`config.mk`:
```
export PLATFORM = sky130hd
export DESIGN_NAME = bpc_udiv
export DESIGN_NICKNAME = d
export VERILOG_FILES = /design/src/rtl/bpc_pkg.sv /design/src/rtl/bpc_udiv.sv
export SDC_FILE = /design/constraint.sdc
export NUM_CORES = 2
export LEC_CHECK = 0
export BUFFER_PORTS_ARGS = -buffer_cell sky130_fd_sc_hd__clkbuf_2
export CAP_MARGIN = 20
export CORE_MARGIN = 1
export CORE_UTILIZATION = 25
export CTS_CLUSTER_DIAMETER = 200
export DETAILED_ROUTE_END_ITERATION = 6
export PLACE_DENSITY = 0.39
export SYNTH_ARGS = -nofsm -noshare
export SYNTH_HDL_FRONTEND = slang
export SYNTH_SLANG_ARGS = --single-unit
```
`constraint.sdc`:
```
create_clock -name aclk -period 5.7 [get_ports aclk]
set_input_delay 0.285 -clock aclk [delete_from_list [all_inputs] [get_ports aclk]]
set_output_delay 0.285 -clock aclk [all_outputs]
set_load 0.01 [all_outputs]
```
`src/rtl/bpc_pkg.sv`:
```
// ----------------------------------------------------------------------------
// bpc_pkg
// Shared widths and constants for the pressure compensation pipeline.
// ----------------------------------------------------------------------------
package bpc_pkg;

    localparam int W       = 32;          // datapath width, wraps as 32-bit C
    localparam int DIV_LAT = W;           // one quotient bit per divider stage
    // three front stages, ten middle stages, four tail stages, two dividers
    localparam int NSTG    = 17 + 2 * DIV_LAT;

    localparam logic [W-1:0] K_B6_OFS   = 32'd4000;
    localparam logic [W-1:0] K_B4_OFS   = 32'd32768;
    localparam logic [W-1:0] K_B7_SCALE = 32'd50000;
    localparam logic [W-1:0] K_P_SQ     = 32'd3038;
    localparam logic [W-1:0] K_P_LIN    = 32'hFFFF_E343;   // -7357
    localparam logic [W-1:0] K_P_OFS    = 32'd3791;

    localparam logic [2:0] REG_AC1_AC2 = 3'd0;
    localparam logic [2:0] REG_AC3_AC4 = 3'd1;
    localparam logic [2:0] REG_AC5_AC6 = 3'd2;
    localparam logic [2:0] REG_B1_B2   = 3'd3;
    localparam logic [2:0] REG_MC_MD   = 3'd4;
    localparam logic [2:0] REG_OSS     = 3'd5;

endpackage

```
`src/rtl/bpc_udiv.sv`:
```
// ----------------------------------------------------------------------------
// bpc_udiv
// Pipelined unsigned restoring divider, one quotient bit per stage.
// ----------------------------------------------------------------------------
module bpc_udiv
    import bpc_pkg::*;
(
    input  logic         aclk,
    input  logic         en,
    input  logic [W-1:0] num,
    input  logic [W-1:0] den,
    output logic [W-1:0] quo
);

    logic [W-1:0] rem_reg [DIV_LAT];
    logic [W-1:0] nq_reg  [DIV_LAT];
    logic [W-1:0] den_reg [DIV_LAT];
    logic [W-1:0] rem_next [DIV_LAT];
    logic [W-1:0] nq_next  [DIV_LAT];
    logic [W-1:0] den_next [DIV_LAT];

    always_comb begin
        logic [W-1:0] r_in [DIV_LAT];
        logic [W-1:0] n_in [DIV_LAT];
        logic [W:0]   trial [DIV_LAT];
        // stage 0 starts from a clear remainder
        r_in[0]     = '0;
        n_in[0]     = num;
        den_next[0] = den;
        for (int k = 1; k < DIV_LAT; k++) begin
            r_in[k]     = rem_reg[k-1];
            n_in[k]     = nq_reg[k-1];
            den_next[k] = den_reg[k-1];
        end
        for (int k = 0; k < DIV_LAT; k++) begin
            trial[k] = {r_in[k], n_in[k][W-1]};
            if (trial[k] >= {1'b0, den_next[k]}) begin
                rem_next[k] = W'(trial[k] - {1'b0, den_next[k]});
                nq_next[k]  = {n_in[k][W-2:0], 1'b1};
            end else begin
                rem_next[k] = trial[k][W-1:0];
                nq_next[k]  = {n_in[k][W-2:0], 1'b0};
            end
        end
    end

    always_ff @(posedge aclk) begin
        if (en) begin
            for (int k = 0; k < DIV_LAT; k++) begin
                rem_reg[k] <= rem_next[k];
                nq_reg[k]  <= nq_next[k];
                den_reg[k] <= den_next[k];
            end
        end
    end

    assign quo = nq_reg[DIV_LAT-1];

endmodule

```
Yosys cells after proc, flatten, opt, wreduce, memory -nomap -nowiden
Memories as Yosys holds them, arrays and structs flattened.
Cells that the tools add are included.
{ "totals": {"regBits": 0, "latch_bits": 0, "ram_bits": 3072, "mem_bits_ro": 0, "input_bits": 66, "output_inout_bits": 32, "wordCells": 133, "memories": 3} }
{ "mem_list": {"columns": ["name", "depth", "width", "rd", "rd_clocked_by_memory_dff", "wr", "line", "rtl"], "rows": [
  ["den_reg", 32, 32, 31, 0, 32, "bpc_udiv.sv:17", "logic [W-1:0] den_reg [DIV_LAT];"],
  ["nq_reg", 32, 32, 32, 0, 32, "bpc_udiv.sv:16", "logic [W-1:0] nq_reg [DIV_LAT];"],
  ["rem_reg", 32, 32, 31, 0, 32, "bpc_udiv.sv:15", "logic [W-1:0] rem_reg [DIV_LAT];"]
]} }
{ "classes": {"addsub": 32, "mul": 0, "div_mod_pow": 0, "n_lt_le_gt_ge": 32, "n_eq_ne": 0, "shifts": 0, "n_mux": 66, "bitwise_logic": 0, "n_reduce_logical": 0} }
{ "op_table": {"columns": ["cell", "count"], "rows": [
  ["32-bit two-way mux", 32],
  ["33-bit by 32-bit greater-or-equal comparator with 1-bit output", 31],
  ["32-bit subtractor", 31],
  ["1-bit two-way mux", 34],
  ["1-bit by 32-bit greater-or-equal comparator with 1-bit output", 1],
  ["1-bit by 32-bit subtractor with 32-bit output", 1]
]} }

Depth between registers and ports, before layout
An unclocked memory read counts as a cell.
{ "logic_depth": {"ltp_word": 3, "mapped_depth": 16, "mapped_depth_nobuf": 14} }

Worst setup path before layout
OpenSTA, ideal clock, no wires.
{ "synth_path": {"path_kind": "flip-flop to flip-flop", "from": "memory den_reg[13][1], in the netlist den_reg[0][417]", "to": "memory rem_reg[14][23], in the netlist rem_reg[0][471] (data pin)", "setup_time_ns": 0.260, "arrival_time_ns": 3.192, "t_required_ns": 5.440, "slack_ns": 2.248, "stages_incl_launch_ff": 15, "n_path_buf": 1, "synth_period_minus_slack_ns": 3.452, "cell_sequence": "edfxtp_1 > inv_1 > ha_1 > nor2b_1 > o21a_1 > o21a_1 > o31ai_1 > a2111oi_2 > nor3_1 > o311a_1 > o21bai_1 > a21oi_1 > a21o_1 > buf_4 > mux2_2"} }
{ "synth_lines": {"columns": ["item", "line"], "rows": [
  ["start: declaration", "bpc_udiv.sv:17"],
  ["end: declaration", "bpc_udiv.sv:15"]
]} }

==> run summary <==
Critical path type: flip-flop to flip-flop
Clock latency at the later pin of the worst-skew pair: 1000 ps
Core Area: 0.615 mm²
Fin Clk Skew: 78.1 ps
Area contributors post-synth: edfxtp_1 59%, ha_1 8.1%, mux2_2 3.1%, inv_1 3.0%, a21oi_1 3.0%
Final net count: 13900
Drt total wl: 389000 µm
Syn_nets: 13600
Status: complete, no violations
Largest register FFs: 1024
Yosys top cell area share: 0.586
Sequential area share after synthesis: 0.586
Final Hold Fails: 0
Drt wl/cell: 18.3 µm
Area Growth Syn to Fin: 15.7%
Slew @ Worst Pin: 1080 ps
Pleak: 70.0 nW
IO Port Bufs: 97
Post-CTS sizing: 0
Number of synthesized register bits: 3008
Share of layout cells above drive strength 1: 0.104
Final worst-path cycle share: 0.814
Initial Utilization: 0.251
Flop2flop setup slack: 1060 ps
Die Height: 787 µm
Yosys cell types: 101
Antenna-violating nets left: 0
Max FO, Critical Path: 39
Post-Syn Area: 0.154 mm²
Initial antenna violation count: 10
Synth cell count leaders: 3008 x edfxtp_1, 1252 x inv_1, 994 x ha_1
Via count: 93800
Via density: 4.41
Slew Viols, Final: 0
# setup viols final: 0
DRT Pass-1 Iters: 5
FF+latch area: 0.0903 mm²
Top-count cell post-synth: edfxtp_1
DR WL met3: 11600 µm
DRC viols: 0
Met1 wire length: 178000 µm
Highest metal layer with signal wires: met5
Post-Route Setup TNS: 0 ps
Pwr Density: 573 mW/mm²
Critical Path Source Type: flip-flop
Post-synth EDFFs: 3008
CP Buf/Inv Count: 2
Worst Setup End Kind: flip-flop
Overall Global Routing Usage: 0.121
Max stage delay on crit path: 600 ps
Max Root-Sink Buffers: 4
DIE AREA: 0.620 mm²
Row count: 288
CTS clock-pin slew for the worst setup and hold paths: 60 ps
Peak VDD IR: 270 µV
Cell count after synthesis: 12500
Syn avg cell area: 12.4 µm²
Critical Path RT: 6400 ps
First DRT Iteration DRCs: 5008
Core Util, Final: 0.290
Vias in the first global route: 95500
Multi-input logic area: 0.0577 mm²
CTS buffer count: 373
Maximum achievable frequency: 216 MHz
First-pass GRT wire length: 589000 µm
Slew headroom: 0.274
Max_cap viols: 0
Unrepaired setup endpoints after global routing: no
Post-CTS Hold Buffers: 127
HPWL Detailed: 289000 µm
CTS tree: built
Kind of cell adding the most delay to the critical path: compound AO/OA/AOI/OAI gates
Ports: 98
Gpl congestion: 0.833
Post-synth ARST share: 0
Critical path's slowest cell: a21oi_4
Die W: 787 µm
Clk sinks: 3008
# Post-CTS Setup Buffers: 0
Clock root buffer: clkbuf_16
Met2 WL: 187000 µm
YS warnings: 0
Fill cell count: 62700
Dominant cell type by area after synthesis: edfxtp_1
Minimum clock period after layout: 4640 ps
CTS H-tree depth: 5
GRT overflow: 0
Largest net degree at the start of global routing: 159
Arr. time, crit path: 5330 ps
Synth Flop Type: edfxtp_1
CP cell instances: inv_1 > ha_1 > nor2b_1 > o21a_1 > o21ai_0 > a21o_1 > o31ai_1 > a311o_1 > a41o_1 > a21oi_4 > buf_12 > mux2i_1
Hold Path Class: primary input to flip-flop
[power by group]
part           switching (mW)  leakage, nW  internal, mW
Clock                    9.90         6.06          14.3
Combinational            23.4         34.6          19.0
Sequential               3.69         29.4          31.8
Total                    37.0         70.0          65.2
[layout make-up]
cell class	instances	share of cell area
multi-input cells	7874	0.324
clock inverters	258	0.0166
well taps	8120	0.0569
clock buffers	426	0.0535
flip-flops and latches	3008	0.506
inverters	1252	0.0263
repair buffers	331	0.0167
diodes	3	0.0000421
[worst reg2reg max path, cell delays in order (launching register included)]
cell	delay [ps]
edfxtp_1	590
inv_1	90
ha_1	310
nor2b_1	130
o21a_1	180
o21ai_0	370
a21o_1	230
o31ai_1	200
a311o_1	430
a41o_1	330
a21oi_4	600
buf_12	280
mux2i_1	610
[kinds of logic (layout without fill, tap and decap cells)]
logic type / count (synthesis) / count (layout) / share of synthesized area
AO/OA/AOI/OAI: 3098 / 3098 / 0.127
XOR/XNOR: 813 / 813 / 0.0462
adder cells (fa/ha/maj): 1024 / 1024 / 0.0846
buffers and inverters: 1579 / 2267 / 0.0410
flip-flops: 3008 / 3008 / 0.586
multiplexers: 545 / 545 / 0.0412
other: 0 / 3 / 0
AND/OR/NAND/NOR: 2394 / 2394 / 0.0740
[layout by cell type (no fill, tap or decap), types with 43 or more instances in the layout]
cell | Yosys | final
a21o_1 | 551 | 551
nand3_1 | 178 | 178
clkbuf_1 | 206 | 52
a31oi_1 | 101 | 99
nand2_1 | 767 | 767
o21bai_1 | 120 | 120
o31ai_1 | 70 | 70
edfxtp_1 | 3008 | 3008
mux2_4 | 73 | 73
a21oi_1 | 934 | 932
buf_4 | 41 | 74
clkbuf_2 | 1 | 96
inv_1 | 1252 | 1252
dlygate4sd3_1 | 0 | 127
o21ai_0 | 699 | 699
xnor2_1 | 498 | 498
and2_1 | 43 | 43
mux2_2 | 419 | 419
clkbuf_16 | 0 | 374
mux2i_1 | 46 | 46
clkinv_1 | 0 | 81
a211oi_1 | 56 | 56
o21a_1 | 124 | 123
nand2b_1 | 129 | 129
xor2_1 | 315 | 315
ha_1 | 994 | 994
nor2b_1 | 150 | 150
bufinv_16 | 0 | 49
a21boi_0 | 53 | 53
and3_1 | 86 | 86
clkinv_2 | 0 | 68
nand4_1 | 153 | 153
nor3_1 | 107 | 106
nor2_1 | 594 | 594
[per-layer routing]
| metal | up-vias | global-route usage |
|---|---|---|
| met5 | - | 0 |
| met4 | 2 | 0.0371 |
| met3 | 570 | 0.0155 |
| met2 | 1257 | 0.209 |
| met1 | 45200 | 0.157 |
| li1 | 46800 | - |
[worst paths after layout]
| check | to | cells past startpoint | start |
|---|---|---|---|
| min | rem_reg[0][0] | 4 | num[31] |
| max reg2reg | rem_reg[1][0] | 12 | den_reg[0][481] |
| min reg2reg | nq_reg[0][137] | 0 | nq_reg[0][104] |
| max | rem_reg[1][0] | 12 | den_reg[0][481] |
[per-stage QoR]
stage	cells	setup WS (ps)	total power, mW	area (µm²)	hold slack (ps)
2_1_floorplan	12500	2250	66.3	154000	384
3_3_place_gp	20500	986	78.8	165000	400
3_5_place_dp	20500	1100	78.4	165000	405
4_1_cts	21300	1070	104	178000	42.3
5_1_grt	21300	904	109	178000	158
6_report	21300	1060	102	178000	184
Power figures use the tool's default switching activity.
